$ cat src/design/sis_pkg.sv
package sis_pkg;

    localparam int SIS_DEPTH = 32;
    localparam int KEY_W     = 32;

    localparam logic REQ_INSERT = 1'b0;
    localparam logic REQ_DRAIN  = 1'b1;

    typedef enum logic [1:0] {
        ST_STORED  = 2'd0,
        ST_DROPPED = 2'd1,
        ST_ELEMENT = 2'd2,
        ST_EMPTY   = 2'd3
    } status_t;

    typedef enum logic {
        FSM_IDLE,
        FSM_DRAIN
    } fsm_state_t;

    typedef struct packed {
        logic                     req_type;
        logic signed [KEY_W-1:0]  key_value;
    } req_t;

    typedef struct packed {
        status_t                  status;
        logic signed [KEY_W-1:0]  out_value;
        logic                     last_flag;
    } rsp_t;

    typedef struct packed {
        logic ins;
        logic shift;
    } cell_ctl_t;

endpackage

$ cat src/design/sorted_insertion_store_core.sv
// Channel   Handshake             Payload                       Direction
// request   start & !busy         req_type, key_value           in
// result    strobe (one cycle)    status, out_value, last_flag  out
//
// An insert enters the cell row unless it is full; its result shows in the cycle after the request.
// A drain of N keys streams N results on consecutive cycles, one cell shift
// each; busy stays high while the remaining keys shift out. An empty drain gives one result.
// Reset empties the row by clearing every cell's valid bit at once.
// The receiver cannot stall; every strobe marks exactly one result.
module sorted_insertion_store_core #(
    parameter int DEPTH = sis_pkg::SIS_DEPTH
) (
    input  logic          clk,
    input  logic          rst_n,
    input  logic          start,
    output logic          busy,
    input  sis_pkg::req_t request,
    output logic          strobe,
    output sis_pkg::rsp_t result
);
    import sis_pkg::*;

    cell_ctl_t               ctl;
    logic signed [KEY_W-1:0] cell_value [DEPTH];
    logic                    cell_valid [DEPTH];
    logic                    cell_after [DEPTH];

    genvar gi;
    generate
        for (gi = 0; gi < DEPTH; gi++)
        begin : g_cell
            logic signed [KEY_W-1:0] lv;
            logic                    lval;
            logic                    laft;
            logic signed [KEY_W-1:0] rv;
            logic                    rval;

            if (gi == 0)
            begin : g_first
                assign lv   = '0;
                assign lval = 1'b0;
                assign laft = 1'b1;
            end
            else
            begin : g_mid
                assign lv   = cell_value[gi-1];
                assign lval = cell_valid[gi-1];
                assign laft = cell_after[gi-1];
            end

            if (gi == DEPTH - 1)
            begin : g_last
                assign rv   = '0;
                assign rval = 1'b0;
            end
            else
            begin : g_inner
                assign rv   = cell_value[gi+1];
                assign rval = cell_valid[gi+1];
            end

            sis_cell u_cell (
                .clk         (clk),
                .rst_n       (rst_n),
                .ctl         (ctl),
                .key         (request.key_value),
                .left_value  (lv),
                .left_valid  (lval),
                .left_after  (laft),
                .right_value (rv),
                .right_valid (rval),
                .value       (cell_value[gi]),
                .valid       (cell_valid[gi]),
                .after       (cell_after[gi])
            );
        end
    endgenerate

    sis_ctrl u_ctrl (
        .clk          (clk),
        .rst_n        (rst_n),
        .start        (start),
        .request      (request),
        .head_value   (cell_value[0]),
        .head_valid   (cell_valid[0]),
        .second_valid (cell_valid[1]),
        .full         (cell_valid[DEPTH-1]),
        .ctl          (ctl),
        .busy         (busy),
        .strobe       (strobe),
        .result       (result)
    );

endmodule

$ cat src/design/sis_cell.sv
module sis_cell (
    input  logic                             clk,
    input  logic                             rst_n,
    input  sis_pkg::cell_ctl_t               ctl,
    input  logic signed [sis_pkg::KEY_W-1:0] key,
    input  logic signed [sis_pkg::KEY_W-1:0] left_value,
    input  logic                             left_valid,
    input  logic                             left_after,
    input  logic signed [sis_pkg::KEY_W-1:0] right_value,
    input  logic                             right_valid,
    output logic signed [sis_pkg::KEY_W-1:0] value,
    output logic                             valid,
    output logic                             after
);
    import sis_pkg::*;

    logic signed [KEY_W-1:0] value_reg;
    logic signed [KEY_W-1:0] value_next;
    logic                    valid_reg;
    logic                    valid_next;

    assign after = valid_reg && (value_reg <= key);
    assign value = value_reg;
    assign valid = valid_reg;

    always_comb
    begin
        value_next = value_reg;
        valid_next = valid_reg;
        if (ctl.shift)
        begin
            value_next = right_value;
            valid_next = right_valid;
        end
        else if (ctl.ins && !after)
        begin
            if (left_after)
            begin
                value_next = key;
                valid_next = 1'b1;
            end
            else
            begin
                value_next = left_value;
                valid_next = left_valid;
            end
        end
    end

    always_ff @(posedge clk or negedge rst_n)
    begin
        if (!rst_n)
        begin
            valid_reg <= 1'b0;
        end
        else
        begin
            valid_reg <= valid_next;
        end
    end

    always_ff @(posedge clk)
    begin
        value_reg <= value_next;
    end

endmodule

$ cat src/design/sis_ctrl.sv
module sis_ctrl (
    input  logic                             clk,
    input  logic                             rst_n,
    input  logic                             start,
    input  sis_pkg::req_t                    request,
    input  logic signed [sis_pkg::KEY_W-1:0] head_value,
    input  logic                             head_valid,
    input  logic                             second_valid,
    input  logic                             full,
    output sis_pkg::cell_ctl_t               ctl,
    output logic                             busy,
    output logic                             strobe,
    output sis_pkg::rsp_t                    result
);
    import sis_pkg::*;

    fsm_state_t state_reg;
    fsm_state_t state_next;
    rsp_t       rsp_reg;
    rsp_t       rsp_next;
    logic       strobe_reg;
    logic       strobe_next;

    always_comb
    begin
        state_next = state_reg;
        case (state_reg)
            FSM_IDLE:
            begin
                if (start && request.req_type == REQ_DRAIN && head_valid && second_valid)
                begin
                    state_next = FSM_DRAIN;
                end
            end
            FSM_DRAIN:
            begin
                if (!second_valid)
                begin
                    state_next = FSM_IDLE;
                end
            end
            default:
            begin
                state_next = FSM_IDLE;
            end
        endcase
    end

    always_comb
    begin
        ctl         = '0;
        busy        = 1'b0;
        strobe_next = 1'b0;
        rsp_next    = rsp_reg;
        case (state_reg)
            FSM_IDLE:
            begin
                if (start)
                begin
                    strobe_next = 1'b1;
                    if (request.req_type == REQ_INSERT)
                    begin
                        ctl.ins            = !full;
                        rsp_next.status    = full ? ST_DROPPED : ST_STORED;
                        rsp_next.out_value = request.key_value;
                        rsp_next.last_flag = 1'b1;
                    end
                    else if (!head_valid)
                    begin
                        rsp_next.status    = ST_EMPTY;
                        rsp_next.out_value = '0;
                        rsp_next.last_flag = 1'b1;
                    end
                    else
                    begin
                        ctl.shift          = 1'b1;
                        rsp_next.status    = ST_ELEMENT;
                        rsp_next.out_value = head_value;
                        rsp_next.last_flag = !second_valid;
                    end
                end
            end
            FSM_DRAIN:
            begin
                busy               = 1'b1;
                ctl.shift          = 1'b1;
                strobe_next        = 1'b1;
                rsp_next.status    = ST_ELEMENT;
                rsp_next.out_value = head_value;
                rsp_next.last_flag = !second_valid;
            end
            default:
            begin
                busy = 1'b0;
            end
        endcase
    end

    always_ff @(posedge clk or negedge rst_n)
    begin
        if (!rst_n)
        begin
            state_reg  <= FSM_IDLE;
            strobe_reg <= 1'b0;
        end
        else
        begin
            state_reg  <= state_next;
            strobe_reg <= strobe_next;
        end
    end

    always_ff @(posedge clk)
    begin
        rsp_reg <= rsp_next;
    end

    assign strobe = strobe_reg;
    assign result = rsp_reg;

endmodule

$ cat config.mk
export PLATFORM = sky130hd
export DESIGN_NAME = sorted_insertion_store_core
export DESIGN_NICKNAME = d
export VERILOG_FILES = /design/src/design/sis_pkg.sv /design/src/design/sorted_insertion_store_core.sv /design/src/design/sis_cell.sv /design/src/design/sis_ctrl.sv
export SDC_FILE = /design/constraint.sdc
export NUM_CORES = 2
export LEC_CHECK = 0
export BUFFER_PORTS_ARGS = -buffer_cell sky130_fd_sc_hd__buf_2
export CORE_AREA = 2 2 457 459
export DETAILED_ROUTE_END_ITERATION = 8
export DIE_AREA = 0 0 459 461
export PLACE_DENSITY = 0.54
export SYNTH_ARGS = -nofsm -noshare
export SYNTH_HDL_FRONTEND = slang
export SYNTH_HIERARCHICAL = 1
export SYNTH_SLANG_ARGS = --single-unit
export TNS_END_PERCENT = 30
$ cat constraint.sdc
create_clock -name clk -period 29.6 [get_ports clk]
set_input_delay 1.48 -clock clk [delete_from_list [all_inputs] [get_ports clk]]
set_output_delay 1.48 -clock clk [all_outputs]
set_load 0.005 [all_outputs]
==> metrics.csv <==
stage,metric,value,unit
worst_setup_path,worstPathArrival,6.02,ns
flow_run,max_cap_violations,0,
sta,setup_tns,0,ns
clocking,ctsHoldBuffers,0,
route,vias_per_cell,5.75,
synthesis,yosysWarnings,6,
clocking,cts_resized,0,
global_routing,antenna_found_initial,2,
sta,period_share,0.187,
sta,finalMaxSlewViolations,0,
layout,fillers,19900,
hold_path,hp-class,register to register,
floorplan,die-area,212000,µm²
floorplan,initial_utilization,0.399,
sta,worst_pin_slew,1.16,ns
clocking,cts-root-buf,clkbuf_16,
placed_design,gp_congestion,0.872,
sta,hold_viol,0,
worst_setup_path,required,30.08,ns
pwr,ir_drop,71.6,µV
route,ant_nets,0,
clocking,htree_num_levels,4,
sta,finClkSkew,0.0240,ns
clocking,clk_latency,0.79,ns
synthesis,syn_area_per_cell,9.58,µm²
clocking,postCtsSetupBuffers,0,
floorplan,rows,167,
global_routing,grt_max_degree,267,
worst_setup_path,crit_path_start_kind,input pin,
clocking,clock_sinks,1093,
route,routedWlPerCell,22.6,µm
global_routing,grt_pass1_vias,64700,
floorplan,io_pins,73,
placed_design,place_area,86100,µm²
worst_setup_path,worstSetupPathType,input pin to register,
pwr,leakagePower,41.1,nW
outcome,status,completed,
layout,synthToLayoutAreaGrowth,9.82,%
synthesis,syn-instance-count,8599,
clocking,clock_path_buffers,3,
sta,max-slew-margin-rel,0.225,
global_routing,grt_pass1_wl,396,mm
synthesis,syn-cell-area,82400,µm²
floorplan,die_h,461,µm
clocking,cts_tree,done,
clocking,path_clk_slew,0.06,ns
floorplan,core,206000,µm²
route,firstDrtPassIters,6,
global_routing,grt_util_all_layers,0.239,
sta,min_period,5.54,ns
layout,num-nets-final,9668,
sta,rsz0062_at_grt,false,
placed_design,place_hpwl,193,mm
global_routing,overflow,0,
sta,finalSetupViolations,0,
layout,final_area,90500,µm²
sta,fmax,181,MHz
worst_setup_path,cp_max_fo,41,
layout,largest_reg_flops,1024,
floorplan,die_w,459,µm
route,via_count,65700,
clocking,numCtsBuffers,139,
route,drcViolationCount,0,
placed_design,port_buffers,72,
worst_setup_path,endpoint_kind,register,
pwr,power_density,110,nW/µm²
route,drtIter0Drc,5994,
route,totalWireLength,258,mm
layout,drive_above_1_share,0.0653,
-- through the flow --
step,hold slack (ns),setup WS (ns),total power [mW],util,instances
after global placement,0.553,23.34,8.07,0.417,11200
after floorplan,0.525,17.96,6.65,-,8664
after global routing,0.603,23.74,10.6,0.438,11400
after detailed placement,0.557,23.30,8.23,0.417,11200
final,0.579,24.06,9.94,0.438,11400
after CTS,0.572,24.16,9.93,0.438,11400
-- report_power, final --
group	total, mW	switching (mW)	internal [mW]
Clock	1.66	0.695	0.968
Sequential	3.84	0.998	2.84
Combinational	4.43	2.56	1.87
Total	9.94	4.26	5.68
-- layer usage --
layer | share of wire | GRT usage | vias up | wire [µm]
li1 | - | - | 31000 | -
met1 | 0.48 | 0.352 | 32400 | 124000
met2 | 0.44 | 0.372 | 1924 | 114000
met3 | 0.057 | 0.0257 | 355 | 14700
met4 | 0.021 | 0.0579 | 0 | 5470
met5 | 0 | 0 | - | 0
-- area by class of cell --
class	count	area, µm²	share of cell area
Tap cell	2704	3380	0.0374
Sequential cell	1093	32700	0.361
Multi-Input combinational cell	6060	44600	0.493
Antenna cell	2	5.00	0.0000553
Inverter	1153	4330	0.0478
Clock inverter	45	369	0.00408
Timing Repair Buffer	161	1150	0.0127
Clock buffer	204	3960	0.0438
-- cells in the final DEF, fill, tap and decap left out, types with 33 or more instances in the layout --
cell type and count:
nand2_1 1185, nand3_1 96, edfxtp_1 1059, inv_1 1153, ha_1 1024, o21ai_0 1120
dfrtp_1 34, nor2_1 128, a21o_1 96, conb_1 67, a21oi_1 449, nor3_1 64
or2_2 33, mux2i_1 1024, clkbuf_1 49, buf_2 44, buf_4 113, nand4_1 256
clkbuf_16 146, a22o_1 64
-- path summary, 6_finish.rpt --
check	depth (start not counted)	slack [ns]	end	from
max	13	24.06	g_cell[1].u_cell/value[5]	request[9]
min	2	0.58	g_cell[30].u_cell/value[24]	g_cell[31].u_cell/value[24]
max reg2reg	8	24.28	g_cell[23].u_cell/value[23]	g_cell[0].u_cell/valid
min reg2reg	2	0.58	g_cell[30].u_cell/value[24]	g_cell[31].u_cell/value[24]
max in group asynchronous	2	28.04	g_cell[1].u_cell/valid	rst_n
min in group asynchronous	2	0.91	g_cell[18].u_cell/valid	rst_n
-- worst max-delay path, cell delays in order --
cell	delay, ns
buf_2	0.69
buf_4	0.69
inv_1	0.17
ha_1	0.33
nand4_1	0.18
nor2_1	0.06
a22o_1	0.20
o41a_1	0.39
nor3_2	0.36
o21a_2	0.62
buf_4	0.47
mux2i_1	0.22
o21ai_0	0.10
Note: power is estimated with default switching activity, not from simulation.
